File: src/design/jsu_pkg.sv
// ----------------------------------------------------------------------------
// jsu_pkg: shared types for the JSON string unescape unit
// Result status codes and the result bundle passed from decoder to output.
// ----------------------------------------------------------------------------
package jsu_pkg;

  localparam int unsigned ByteW   = 8;
  localparam int unsigned StatusW = 3;
  localparam int unsigned MaxRes  = 4;
  localparam int unsigned CntW    = $clog2(MaxRes + 1);
  localparam int unsigned IdxW    = $clog2(MaxRes);

  typedef enum logic [StatusW-1:0] {
    ST_BYTE    = 3'd0,
    ST_DONE    = 3'd1,
    ST_BADESC  = 3'd2,
    ST_BADHEX  = 3'd3,
    ST_BADSUR  = 3'd4,
    ST_CTRL    = 3'd5
  } status_e;

  // Up to four result items from one input item; status applies to all.
  typedef struct packed {
    logic [CntW-1:0]                cnt;
    status_e                        status;
    logic [MaxRes-1:0][ByteW-1:0]   bytes;
  } res_t;

endpackage

File: src/design/jsu_decode.sv
// ----------------------------------------------------------------------------
// jsu_decode: escape decoder state and per-byte result logic
// Holds the string phase, hex accumulator and pending surrogate; computes the
// results of the registered input byte and commits the state update.
// ----------------------------------------------------------------------------
module jsu_decode (
  input  logic                       clk_i,
  input  logic                       rst_ni,
  input  logic                       commit_i,
  input  logic [jsu_pkg::ByteW-1:0]  byte_i,
  input  logic                       begin_i,
  output jsu_pkg::res_t              res_o
);

  typedef enum logic [5:0] {
    PH_IDLE = 6'b000001,
    PH_STR  = 6'b000010,
    PH_ESC  = 6'b000100,
    PH_HEX  = 6'b001000,
    PH_PBS  = 6'b010000,
    PH_PU   = 6'b100000
  } phase_e;

  localparam logic [7:0] ChQuote = 8'h22;
  localparam logic [7:0] ChBslash = 8'h5c;
  localparam logic [7:0] ChU = 8'h75;

  phase_e      phase_q, phase_d;
  logic [15:0] acc_q, acc_d;
  logic [1:0]  digits_q, digits_d;
  logic [15:0] high_q, high_d;
  logic        pair_q, pair_d;

  logic        hex_ok;
  logic [3:0]  hex_val;
  logic [15:0] acc_new;
  logic [20:0] pair_cp;

  function automatic jsu_pkg::res_t single(input logic [7:0] b, input jsu_pkg::status_e st);
    jsu_pkg::res_t r;
    r          = '0;
    r.cnt      = jsu_pkg::CntW'(1);
    r.status   = st;
    r.bytes[0] = b;
    return r;
  endfunction

  function automatic jsu_pkg::res_t enc_utf8(input logic [20:0] cp);
    jsu_pkg::res_t r;
    r        = '0;
    r.status = jsu_pkg::ST_BYTE;
    if (cp <= 21'h7f) begin
      r.cnt      = jsu_pkg::CntW'(1);
      r.bytes[0] = cp[7:0];
    end else if (cp <= 21'h7ff) begin
      r.cnt      = jsu_pkg::CntW'(2);
      r.bytes[0] = {3'b110, cp[10:6]};
      r.bytes[1] = {2'b10, cp[5:0]};
    end else if (cp <= 21'hffff) begin
      r.cnt      = jsu_pkg::CntW'(3);
      r.bytes[0] = {4'b1110, cp[15:12]};
      r.bytes[1] = {2'b10, cp[11:6]};
      r.bytes[2] = {2'b10, cp[5:0]};
    end else begin
      r.cnt      = jsu_pkg::CntW'(4);
      r.bytes[0] = {5'b11110, cp[20:18]};
      r.bytes[1] = {2'b10, cp[17:12]};
      r.bytes[2] = {2'b10, cp[11:6]};
      r.bytes[3] = {2'b10, cp[5:0]};
    end
    return r;
  endfunction

  // Hex digit in either case.
  always_comb begin
    hex_ok  = 1'b1;
    hex_val = byte_i[3:0];
    if (byte_i inside {[8'h30:8'h39]}) begin
      hex_val = byte_i[3:0];
    end else if (byte_i inside {[8'h41:8'h46], [8'h61:8'h66]}) begin
      hex_val = byte_i[3:0] + 4'd9;
    end else begin
      hex_ok = 1'b0;
    end
  end

  assign acc_new = {acc_q[11:0], hex_val};
  // 0x10000 + (high - 0xd800) * 0x400 + (low - 0xdc00)
  assign pair_cp = {5'(high_q[9:6]) + 5'd1, high_q[5:0], acc_new[9:0]};

  always_comb begin
    phase_d  = phase_q;
    acc_d    = acc_q;
    digits_d = digits_q;
    high_d   = high_q;
    pair_d   = pair_q;
    res_o    = '0;
    if (begin_i) begin
      phase_d  = PH_STR;
      acc_d    = '0;
      digits_d = '0;
      high_d   = '0;
      pair_d   = 1'b0;
    end else begin
      case (phase_q)
        PH_STR: begin
          if (byte_i == ChQuote) begin
            phase_d = PH_IDLE;
            res_o   = single('0, jsu_pkg::ST_DONE);
          end else if (byte_i == ChBslash) begin
            phase_d = PH_ESC;
          end else if (byte_i < 8'h20) begin
            phase_d = PH_IDLE;
            res_o   = single('0, jsu_pkg::ST_CTRL);
          end else begin
            res_o = single(byte_i, jsu_pkg::ST_BYTE);
          end
        end
        PH_ESC: begin
          phase_d = PH_STR;
          case (byte_i)
            8'h22:   res_o = single(8'h22, jsu_pkg::ST_BYTE);
            8'h5c:   res_o = single(8'h5c, jsu_pkg::ST_BYTE);
            8'h2f:   res_o = single(8'h2f, jsu_pkg::ST_BYTE);
            8'h62:   res_o = single(8'h08, jsu_pkg::ST_BYTE);
            8'h66:   res_o = single(8'h0c, jsu_pkg::ST_BYTE);
            8'h6e:   res_o = single(8'h0a, jsu_pkg::ST_BYTE);
            8'h72:   res_o = single(8'h0d, jsu_pkg::ST_BYTE);
            8'h74:   res_o = single(8'h09, jsu_pkg::ST_BYTE);
            ChU: begin
              phase_d  = PH_HEX;
              pair_d   = 1'b0;
              acc_d    = '0;
              digits_d = '0;
            end
            default: begin
              phase_d = PH_IDLE;
              res_o   = single('0, jsu_pkg::ST_BADESC);
            end
          endcase
        end
        PH_HEX: begin
          if (!hex_ok) begin
            phase_d = PH_IDLE;
            res_o   = single('0, jsu_pkg::ST_BADHEX);
          end else begin
            acc_d = acc_new;
            if (digits_q != 2'd3) begin
              digits_d = digits_q + 2'd1;
            end else begin
              digits_d = '0;
              if (pair_q) begin
                pair_d = 1'b0;
                if (acc_new[15:10] != 6'b110111) begin
                  phase_d = PH_IDLE;
                  res_o   = single('0, jsu_pkg::ST_BADSUR);
                end else begin
                  phase_d = PH_STR;
                  res_o   = enc_utf8(pair_cp);
                end
              end else if (acc_new[15:10] == 6'b110110) begin
                high_d  = acc_new;
                phase_d = PH_PBS;
              end else begin
                phase_d = PH_STR;
                res_o   = enc_utf8({5'd0, acc_new});
              end
            end
          end
        end
        PH_PBS: begin
          if (byte_i != ChBslash) begin
            phase_d = PH_IDLE;
            res_o   = single('0, jsu_pkg::ST_BADSUR);
          end else begin
            phase_d = PH_PU;
          end
        end
        PH_PU: begin
          if (byte_i != ChU) begin
            phase_d = PH_IDLE;
            res_o   = single('0, jsu_pkg::ST_BADSUR);
          end else begin
            phase_d  = PH_HEX;
            pair_d   = 1'b1;
            acc_d    = '0;
            digits_d = '0;
          end
        end
        default: begin
          phase_d = PH_IDLE;
        end
      endcase
    end
  end

  always_ff @(posedge clk_i or negedge rst_ni) begin
    if (!rst_ni) begin
      phase_q  <= PH_IDLE;
      acc_q    <= '0;
      digits_q <= '0;
      high_q   <= '0;
      pair_q   <= 1'b0;
    end else if (commit_i) begin
      phase_q  <= phase_d;
      acc_q    <= acc_d;
      digits_q <= digits_d;
      high_q   <= high_d;
      pair_q   <= pair_d;
    end
  end

endmodule

File: src/design/jsu_obuf.sv
// ----------------------------------------------------------------------------
// jsu_obuf: result buffer and serializer
// Holds up to four result items of one input item and hands them out one per
// cycle while the output is ready; reports when it can take the next group.
// ----------------------------------------------------------------------------
module jsu_obuf (
  input  logic                          clk_i,
  input  logic                          rst_ni,
  input  logic                          load_i,
  input  jsu_pkg::res_t                 res_i,
  output logic                          free_o,
  output logic                          tvalid_o,
  input  logic                          tready_i,
  output logic [jsu_pkg::ByteW-1:0]     tdata_o,
  output logic [jsu_pkg::StatusW-1:0]   tuser_o,
  output logic                          tlast_o
);

  logic [jsu_pkg::CntW-1:0]                    cnt_q, cnt_d;
  logic [jsu_pkg::IdxW-1:0]                    idx_q, idx_d;
  logic [jsu_pkg::MaxRes-1:0][jsu_pkg::ByteW-1:0] bytes_q;
  jsu_pkg::status_e                            status_q;
  logic                                        pop;
  logic                                        at_end;

  assign at_end   = (jsu_pkg::CntW'(idx_q) + jsu_pkg::CntW'(1)) == cnt_q;
  assign tvalid_o = cnt_q != '0;
  assign pop      = tvalid_o && tready_i;
  assign free_o   = !tvalid_o || (pop && at_end);
  assign tdata_o  = bytes_q[idx_q];
  assign tuser_o  = status_q;
  assign tlast_o  = at_end;

  always_comb begin
    cnt_d = cnt_q;
    idx_d = idx_q;
    if (load_i) begin
      cnt_d = res_i.cnt;
      idx_d = '0;
    end else if (pop) begin
      if (at_end) begin
        cnt_d = '0;
        idx_d = '0;
      end else begin
        idx_d = idx_q + jsu_pkg::IdxW'(1);
      end
    end
  end

  always_ff @(posedge clk_i or negedge rst_ni) begin
    if (!rst_ni) begin
      cnt_q <= '0;
      idx_q <= '0;
    end else begin
      cnt_q <= cnt_d;
      idx_q <= idx_d;
    end
  end

  always_ff @(posedge clk_i) begin
    if (load_i) begin
      bytes_q  <= res_i.bytes;
      status_q <= res_i.status;
    end
  end

endmodule

File: src/design/json_string_unescape_unit.sv
// ----------------------------------------------------------------------------
// json_string_unescape_unit: streaming JSON string unescaper with UTF-8 output
// Byte-in, byte-out decoder for the body of a JSON string.
// ----------------------------------------------------------------------------
// Feed the raw JSON text one byte per item; set tuser on the opening quote to
// start a string (that byte itself yields nothing). Plain bytes pass through,
// the two-character escapes are decoded, \uXXXX (either case, with surrogate
// pairs joined) comes out as 1 to 4 UTF-8 bytes, and a closing quote gives a
// single "done" item. Errors (bad escape, bad hex, bad surrogate pair, control
// byte) give one item with the error status and send the unit idle until the
// next opening quote. tlast marks the final result item of each input item.
// Timing: an input item is registered, then decoded and its results loaded
// into a four-entry output buffer once it can take them, so one item per
// cycle is sustained while each input yields at most one result and the
// output is ready. A \u escape that encodes to more than one UTF-8 byte
// holds the input side while the buffer drains one byte per cycle with the
// output ready. Each item passes the input register, then the output buffer.
module json_string_unescape_unit (
  input  logic        clk_i,
  input  logic        rst_ni,
  // input stream
  input  logic        s_axis_tvalid,
  output logic        s_axis_tready,
  input  logic [7:0]  s_axis_tdata,   // [7:0] data_byte
  input  logic        s_axis_tuser,   // [0] begin_req
  // result stream
  output logic        m_axis_tvalid,
  input  logic        m_axis_tready,
  output logic [7:0]  m_axis_tdata,   // [7:0] out_byte
  output logic [2:0]  m_axis_tuser,   // [2:0] status
  output logic        m_axis_tlast    // last
);

  // input register
  logic                      in_valid_q;
  logic [jsu_pkg::ByteW-1:0] in_byte_q;
  logic                      in_begin_q;

  jsu_pkg::res_t res;
  logic          buf_free;
  logic          commit;

  // The registered byte is decoded and retired once the output buffer can
  // take its results (buffer empty, or its last item leaving this cycle).
  assign commit        = in_valid_q && buf_free;
  assign s_axis_tready = !in_valid_q || commit;

  always_ff @(posedge clk_i or negedge rst_ni) begin
    if (!rst_ni) begin
      in_valid_q <= 1'b0;
    end else if (s_axis_tready) begin
      in_valid_q <= s_axis_tvalid;
    end
  end

  always_ff @(posedge clk_i) begin
    if (s_axis_tvalid && s_axis_tready) begin
      in_byte_q  <= s_axis_tdata;
      in_begin_q <= s_axis_tuser;
    end
  end

  jsu_decode u_decode (
    .clk_i    (clk_i),
    .rst_ni   (rst_ni),
    .commit_i (commit),
    .byte_i   (in_byte_q),
    .begin_i  (in_begin_q),
    .res_o    (res)
  );

  // Items that produce no result (escape lead-in, hex digits) load a zero
  // count, which leaves the buffer empty.
  jsu_obuf u_obuf (
    .clk_i    (clk_i),
    .rst_ni   (rst_ni),
    .load_i   (commit),
    .res_i    (res),
    .free_o   (buf_free),
    .tvalid_o (m_axis_tvalid),
    .tready_i (m_axis_tready),
    .tdata_o  (m_axis_tdata),
    .tuser_o  (m_axis_tuser),
    .tlast_o  (m_axis_tlast)
  );

endmodule
File: config.mk
export PLATFORM = sky130hd
export DESIGN_NAME = json_string_unescape_unit
export DESIGN_NICKNAME = d
export VERILOG_FILES = /design/src/design/jsu_pkg.sv /design/src/design/jsu_decode.sv /design/src/design/jsu_obuf.sv /design/src/design/json_string_unescape_unit.sv
export SDC_FILE = /design/constraint.sdc
export NUM_CORES = 1
export LEC_CHECK = 0
export ABC_AREA = 1
export BUFFER_PORTS_ARGS = -buffer_cell sky130_fd_sc_hd__clkbuf_2
export CAP_MARGIN = 20
export CELL_PAD_IN_SITES_DETAIL_PLACEMENT = 1
export CELL_PAD_IN_SITES_GLOBAL_PLACEMENT = 1
export CORE_ASPECT_RATIO = 2
export CORE_MARGIN = 8
export CORE_UTILIZATION = 40
export DETAILED_ROUTE_END_ITERATION = 10
export HOLD_SLACK_MARGIN = 0.06
export PLACE_DENSITY = 0.7
export SETUP_SLACK_MARGIN = 0.2
export SYNTH_ARGS = -nofsm -noshare
export SYNTH_HDL_FRONTEND = slang
export SYNTH_SLANG_ARGS = --single-unit
File: constraint.sdc
create_clock -name clk_i -period 4.6 [get_ports clk_i]
set_clock_uncertainty 0.1 [all_clocks]
set_input_delay 0.92 -clock clk_i [delete_from_list [all_inputs] [get_ports clk_i]]
set_output_delay 0.92 -clock clk_i [all_outputs]
set_load 0.01 [all_outputs]
==> results.ini, run 1 <==
[status]
status=finished, final reports clean

[worst_setup_path]
cp_max_fo=16
regToRegStartpoint=in_byte_q[1]
cp-end-kind=flip-flop
startpoint=in_byte_q[1]
start_kind=flip-flop
worstPathArrival_ps=3320
cp.required_ps=4550
critical_path.max_stage_delay_ps=520
path_class=flip-flop to flip-flop
cp_cell_sequence=inv_1, ha_1, inv_1, nand3_2, nand3_4, nand2_1, nand2_1, nor2_1, nand4_1, nand2_2, nand2_4, nor2_8, nand2_1, nand3_1, nand2_1, nand2_1, a21oi_1
crit_top_cell=nand2_1
cp_slowest_cell=edfxtp_1

[floorplan]
die_area_um2=16900
fp.dieW_um=96.1
die_h_um=176
start_util_pct=40.9
coreArea_um2=12600
ios=27
rows=58

[placement]
gp_congestion=0.962
hpwl_um=15200
io_buffers=26
post-place-ws_ps=1230

[cts]
hold_buffers=0
clkLatencyLatePin_ps=340
cts_resized=0
cts-htree-levels=3
clkTransAtPathRegs_ps=60
numCtsBuffers=9
cts_tree=yes
cts_sinks=78
cts_root_buf=clkbuf_16
clk_path_buf_depth=2
post_cts_buffers=0

[timing]
finalSetupViolCount=0
layout_min_cycle_time_ps=3370
hold_viol_final=0
layout_setup_ws_ps=1230
slew_violations=0
max_freq_mhz=297
setup-tns-final_ps=0
slew_headroom_pct=44.4
worstMarginPinSlew_ps=830
grt_setup_unrepaired=no
layout_worst_path_cycle_share_pct=73.2

[worst_hold_path]
worstHoldPathType=flip-flop to flip-flop
min-delay-start=u_decode.digits_q[1]

[drt]
firstDrtPassIters=4
drt_wl_total_um=19100
viasPerCell=5.88
ant_nets=0
num_vias=4928
wl_per_cell_um=22.8
initialDrtViolationCount=202
drc=0

[global_routing]
grt_overflow_total=0
grt_pass1_wl_um=30500
antenna_found_initial=0
track_usage_pct=23.9
first_global_vias=5497
grt_max_degree=38

[synth]
synth_top_area_share_pct=24.0
yosys.area.top_type=edfxtp_1
ys_top_cells_by_area=edfxtp_1, dfrtp_1, nand2_1
ys_seq_area_share_pct=42.1
yosysUniqueCellTypes=50
yosys_warnings=0
ys_seq_elements=78
synthesis.area_um2=5130
mappedNetlistNets=683
avgSynthCellArea_um2=7.75
netlist_instances=662

[run]
maxCapViolCount=0

[final_layout]
antennaDiodeCount=0
area_growth_pct=11.1
nNetsFinal=704
drive_above_1_share_pct=12.6
fill_cells=1575

[power_and_ir_drop]
power.leakage_nw=2.50
peakVddDrop_v=0.000243
pwr_density_cell_nw_per_um2=443

-- registers in the layout, summed over array words and instances, names as in the netlist --
| register | count |
|---|---|
| u_decode.high_q | 10 |
| u_obuf.idx_q | 2 |
| in_valid_q | 1 |
| u_decode.phase_q | 6 |
| u_obuf.bytes_q | 29 |
| u_obuf.tuser_o | 3 |
| in_byte_q | 8 |
| u_decode.acc_q | 12 |
| u_decode.pair_q | 1 |
| u_obuf.cnt_q | 3 |
| in_begin_q | 1 |
| u_decode.digits_q | 2 |
-- cell families after synthesis --
group / count (synthesis) / synth area share (%)
xor+xnor: 4 / 0.683
simple gates: 311 / 29.0
compound gates: 146 / 17.3
buf+inv: 115 / 9.00
flops: 78 / 42.1
fa+ha+maj: 8 / 1.95
-- through the flow --
stage	hold WS (ps)	utilization [%]	instance area, um^2	cells	power, mW
after global routing	454	45.4	5700	838	2.67
final	414	45.4	5700	838	2.52
after floorplan	357	-	5130	662	1.48
after CTS	413	45.2	5670	837	2.55
after detailed placement	395	42.8	5370	821	1.81
after global placement	378	42.8	5370	821	1.79
-- report_power, final --
group	internal, mW	switching [mW]	total [mW]	leakage (nW)
Clock	0.436	0.298	0.733	0.142
Combinational	0.228	0.562	0.791	1.44
Sequential	0.910	0.0894	0.999	0.913
Total	1.57	0.949	2.52	2.50
-- per-layer routing --
layer,vias to the layer above,wire length [um],track usage [%]
met5,-,0,0
met3,58,460,3.02
met2,105,10800,45.1
li1,2332,-,-
met1,2433,6690,23.3
met4,0,1100,14.1
-- synth_stat cells (all sizes together) --
cell,instances
a221oi,3
nor2,80
nand2,121
nand4,29
nor3,18
o311ai,4
o22ai,16
dfrtp,36
ha,8
and3,1
a21oi,42
nand3,56
edfxtp,41
nor3b,1
a21o,1
xnor2,3
o41ai,4
nor4,2
clkbuf,13
or2,2
dfstp,1
nand3b,1
o221ai,4
o21a,3
xor2,1
inv,94
o31ai,1
a31oi,2
buf,8
a22o,1
o211ai,8
a211oi,6
a22oi,1
o21ai,50
-- final cells by class --
type,count,area [um^2],share of cell area [%]
multi-input cells,469,2510,44.0
flip-flops and latches,78,2160,37.9
clock inverters,5,58.8,1.03
well taps,150,188,3.29
clock buffers,11,243,4.26
repair buffers,31,188,3.29
inverters,94,355,6.23
-- placed cells by master, fill, tap and decap left out, drive strengths merged, types with 3 or more instances in the layout --
master	netlist	layout
o21a	3	3
nand4	29	29
a21oi	42	42
ha	8	8
o21ai	50	50
nand3	56	56
o311ai	4	4
edfxtp	41	41
buf	8	5
o221ai	4	4
clkbuf	13	37
nor3	18	18
o211ai	8	8
xnor2	3	3
inv	94	94
a211oi	6	6
nor2	80	80
o41ai	4	4
nand2	121	121
dfrtp	36	36
a221oi	3	3
o22ai	16	16
-- path summary, 6_finish.rpt --
check,end,slack (ps),cells after the start
setup / recovery,u_obuf.bytes_q[0],1230,17
hold / removal,u_decode.digits_q[1],410,2
setup reg to reg,u_obuf.bytes_q[0],1230,17
hold reg to reg,u_decode.digits_q[1],410,2
max in group asynchronous,u_decode.phase_q[0],3420,2
min in group asynchronous,u_decode.high_q[6],420,1
-- worst max-delay path, delay by kind of cell (launching register included) --
| family | cells | cell delay, ps |
|---|---|---|
| fa+ha+maj | 1 | 180 |
| simple gates | 13 | 1950 |
| buf+inv | 2 | 220 |
| compound gates | 1 | 90 |
| flops | 1 | 520 |
No activity file was read; power rests on OpenSTA's default activity.
==> run 2: changes to the inputs <==
--- a/config.mk
+++ b/config.mk
@@ -5,7 +5,7 @@
 export SDC_FILE = /design/constraint.sdc
 export NUM_CORES = 1
 export LEC_CHECK = 0
-export ABC_AREA = 1
+export ABC_AREA = 0
 export BUFFER_PORTS_ARGS = -buffer_cell sky130_fd_sc_hd__clkbuf_2
 export CAP_MARGIN = 20
 export CELL_PAD_IN_SITES_DETAIL_PLACEMENT = 1
@@ -15,7 +15,7 @@
 export CORE_UTILIZATION = 40
 export DETAILED_ROUTE_END_ITERATION = 10
 export HOLD_SLACK_MARGIN = 0.06
-export PLACE_DENSITY = 0.7
+export PLACE_DENSITY = 0.68
 export SETUP_SLACK_MARGIN = 0.2
 export SYNTH_ARGS = -nofsm -noshare
 export SYNTH_HDL_FRONTEND = slang
==> constraint.sdc (replaced) <==
create_clock -name clk_i -period 3.2 [get_ports clk_i]
set_clock_uncertainty 0.1 [all_clocks]
set_input_delay 0.64 -clock clk_i [delete_from_list [all_inputs] [get_ports clk_i]]
set_output_delay 0.64 -clock clk_i [all_outputs]
set_load 0.01 [all_outputs]
==> results.ini, run 2 <==
[status]
status=finished with violations  ; was finished, final reports clean
violations=setup timing

[floorplan]
fp.dieW_um=94.3  ; was 96.1 um
die_area_um2=16300  ; was 16900 um^2
rows=57  ; was 58
ios=27  ; unchanged
die_h_um=173  ; was 176 um
start_util_pct=40.7  ; was 40.9%
coreArea_um2=12100  ; was 12600 um^2

[run]
maxCapViolCount=0  ; unchanged

[timing]
max_freq_mhz=307  ; was 297 MHz
layout_min_cycle_time_ps=3260  ; was 3370 ps
whs_ps=57.6  ; was 414 ps
setup-tns-final_ps=-380  ; was 0 ps
finalSetupViolCount=9  ; was 0
layout_setup_ws_ps=-56.2  ; was 1230 ps
layout_worst_path_cycle_share_pct=102  ; was 73.2%
worstMarginPinSlew_ps=774  ; was 830 ps
slew_headroom_pct=48.0  ; was 44.4%
slew_violations=0  ; unchanged
hold_viol_final=0  ; unchanged
grt_setup_unrepaired=yes  ; was no

[synth]
yosysUniqueCellTypes=67  ; was 50
ys_seq_elements=78  ; unchanged
ys_seq_area_share_pct=44.1  ; was 42.1%
synthTopCellsByCount=nand2_1, nor2_1, o21ai_0  ; was nand2_1, inv_1, nor2_1
yosys.area.top_type=edfxtp_1  ; unchanged
mappedNetlistNets=549  ; was 683
synth_edf_count=41  ; unchanged
ys_top_cells_by_area=edfxtp_1, dfrtp_1, nand2_1  ; unchanged
synthesis.area_um2=4900  ; was 5130 um^2
async_reset_ff_share_pct=47.4  ; unchanged
yosysMostFrequentCell=nand2_1  ; unchanged
netlist_instances=528  ; was 662
synth_ff_type=edfxtp_1  ; unchanged
synth_top_area_share_pct=25.1  ; was 24.0%
avgSynthCellArea_um2=9.28  ; was 7.75 um^2
yosys_warnings=0  ; unchanged

[drt]
drc=0  ; unchanged
drt_wl_total_um=19000  ; was 19100 um
wl_per_cell_um=25.0  ; was 22.8 um
firstDrtPassIters=4  ; unchanged
ant_nets=0  ; unchanged
num_vias=4697  ; was 4928
viasPerCell=6.20  ; was 5.88
initialDrtViolationCount=279  ; was 202

[global_routing]
grt_pass1_wl_um=29400  ; was 30500 um
first_global_vias=5011  ; was 5497
antenna_found_initial=0  ; unchanged
grt_max_degree=38  ; unchanged
grt_overflow_total=0  ; unchanged
track_usage_pct=24.0  ; was 23.9%

[final_layout]
nNetsFinal=627  ; was 704
fill_cells=1375  ; was 1575
antennaDiodeCount=0  ; unchanged
fin_util_pct=52.4  ; was 45.4%
largest_reg_flops=29  ; unchanged
biggestRegsByFlops=u_obuf.bytes_q: 29 flops, u_decode.acc_q: 12 flops, u_decode.high_q: 10 flops  ; unchanged
drive_above_1_share_pct=31.4  ; was 12.6%
final_common_cell=nand2_1  ; unchanged
area_growth_pct=28.8  ; was 11.1%
final_cell_mix=nand2_1, buf_4, edfxtp_1  ; was nand2_1, inv_1, nor2_1
regMostFlops=u_obuf.bytes_q  ; unchanged

[placement]
gp_congestion=0.928  ; was 0.962
hpwl_um=14400  ; was 15200 um
io_buffers=26  ; unchanged
post-place-ws_ps=-184  ; was 1230 ps

[cts]
cts_root_buf=clkbuf_16  ; unchanged
cts_sinks=78  ; unchanged
cts-htree-levels=3  ; unchanged
clkLatencyLatePin_ps=340  ; about the same
clk_path_buf_depth=2  ; unchanged
cts_tree=yes  ; unchanged
clkTransAtPathRegs_ps=70  ; was 60 ps
numCtsBuffers=9  ; unchanged
hold_buffers=0  ; unchanged

[power_and_ir_drop]
power.leakage_nw=2.44  ; was 2.50 nW
pwr_density_cell_nw_per_um2=613  ; was 443 nW/um^2
peakVddDrop_v=0.000388  ; was 0.000243 V

[worst_setup_path]
cp.required_ps=3300  ; was 4550 ps
worstPathArrival_ps=3360  ; was 3320 ps
cp_max_fo=8  ; was 16
path_class=flip-flop to flip-flop  ; unchanged
start_kind=flip-flop  ; unchanged
cp-end-kind=flip-flop  ; unchanged

[worst_hold_path]
worstHoldPathType=input port to async pin  ; was flip-flop to flip-flop

[run 2: cell types whose count changed in the layout (fill, tap and decap cells not counted), sizes merged, moves of 8 or more]
cell    delta
inv       -79
buf       +67
nand2     -49
nand3     -41
nor2      -30
nand4     -24
o31ai     +14
a21oi     -10
mux2i     +10
o22ai     -10
nand2b     +9
nor2b      +9
and2       +8
[run 2: logic make-up after synthesis]
group / synth area share, %
xor gates and xnor gates: 1.07
and+or+nand+nor: 22.1
buffers and inverters: 3.93
AOI/OAI and AO/OA: 19.8
DFF: 44.1
muxes: 7.02
adders and majority gates: 2.04
[run 2: repair_timing]
action | 4_1_cts | 5_1_grt
resized for setup | 40 | 35
pin swaps | 19 | 11
setup endpoints to repair | 32 | 61
buffers inserted | 5 | 8
[run 2: routing by layer]
metal  track usage [%]  wire [um]  part of all wire [%]  up-vias
li1                  -          -                     -     2125
met5                 0          0                     0        -
met4              14.3       1120                   5.9        0
met2              44.3      10800                    57      125
met3              3.49        571                   3.0       57
met1              23.9       6470                    34     2390
[run 2: area by class of cell]
class	instances	area [um^2]	area share [%]
Multi-Input combinational cell	403	2840	45.0
Tap cell	147	184	2.91
Inverter	16	63.8	1.01
Clock inverter	6	110	1.74
Timing Repair Buffer	98	729	11.6
Sequential cell	78	2160	34.2
Clock buffer	10	229	3.63
[run 2: worst paths after layout]
kind | from | endpoint | slack, ps | cells past startpoint
worst max register to register | in_byte_q[3] | u_obuf.bytes_q[25] | -60 | 8
worst min register to register | u_decode.digits_q[1] | u_decode.digits_q[1] | 400 | 2
max in group asynchronous | rst_ni | u_decode.phase_q[0] | 2430 | 2
worst min-delay path | rst_ni | u_obuf.cnt_q[2] | 60 | 1
min in group clk_i | s_axis_tdata[1] | in_byte_q[1] | 370 | 1
worst max-delay path | in_byte_q[3] | u_obuf.bytes_q[25] | -60 | 8
[run 2: worst max-delay path, stage by stage (launching register included)]
cell and delay [ps]:
edfxtp_1 400, or4b_4 560, o31a_1 290, a31oi_4 280
nand4_1 160, mux2_4 380, or2_4 270, or4_4 520
nor2_2 130
[run 2: through the flow]
| stage | area [um^2] | power [mW] | std cells |
|---|---|---|---|
| 2_1_floorplan | 4930 | 2.10 | 528 |
| 4_1_cts | 6090 | 3.84 | 749 |
| 3_3_place_gp | 5550 | 2.56 | 728 |
| 3_5_place_dp | 5550 | 2.62 | 728 |
| 6_report | 6310 | 3.87 | 758 |
| 5_1_grt | 6310 | 4.04 | 758 |
[run 2: power by group]
part	switching [mW]	internal [mW]	leakage, nW
Clock	0.430	0.761	0.159
Combinational	0.765	0.484	1.36
Sequential	0.141	1.29	0.916
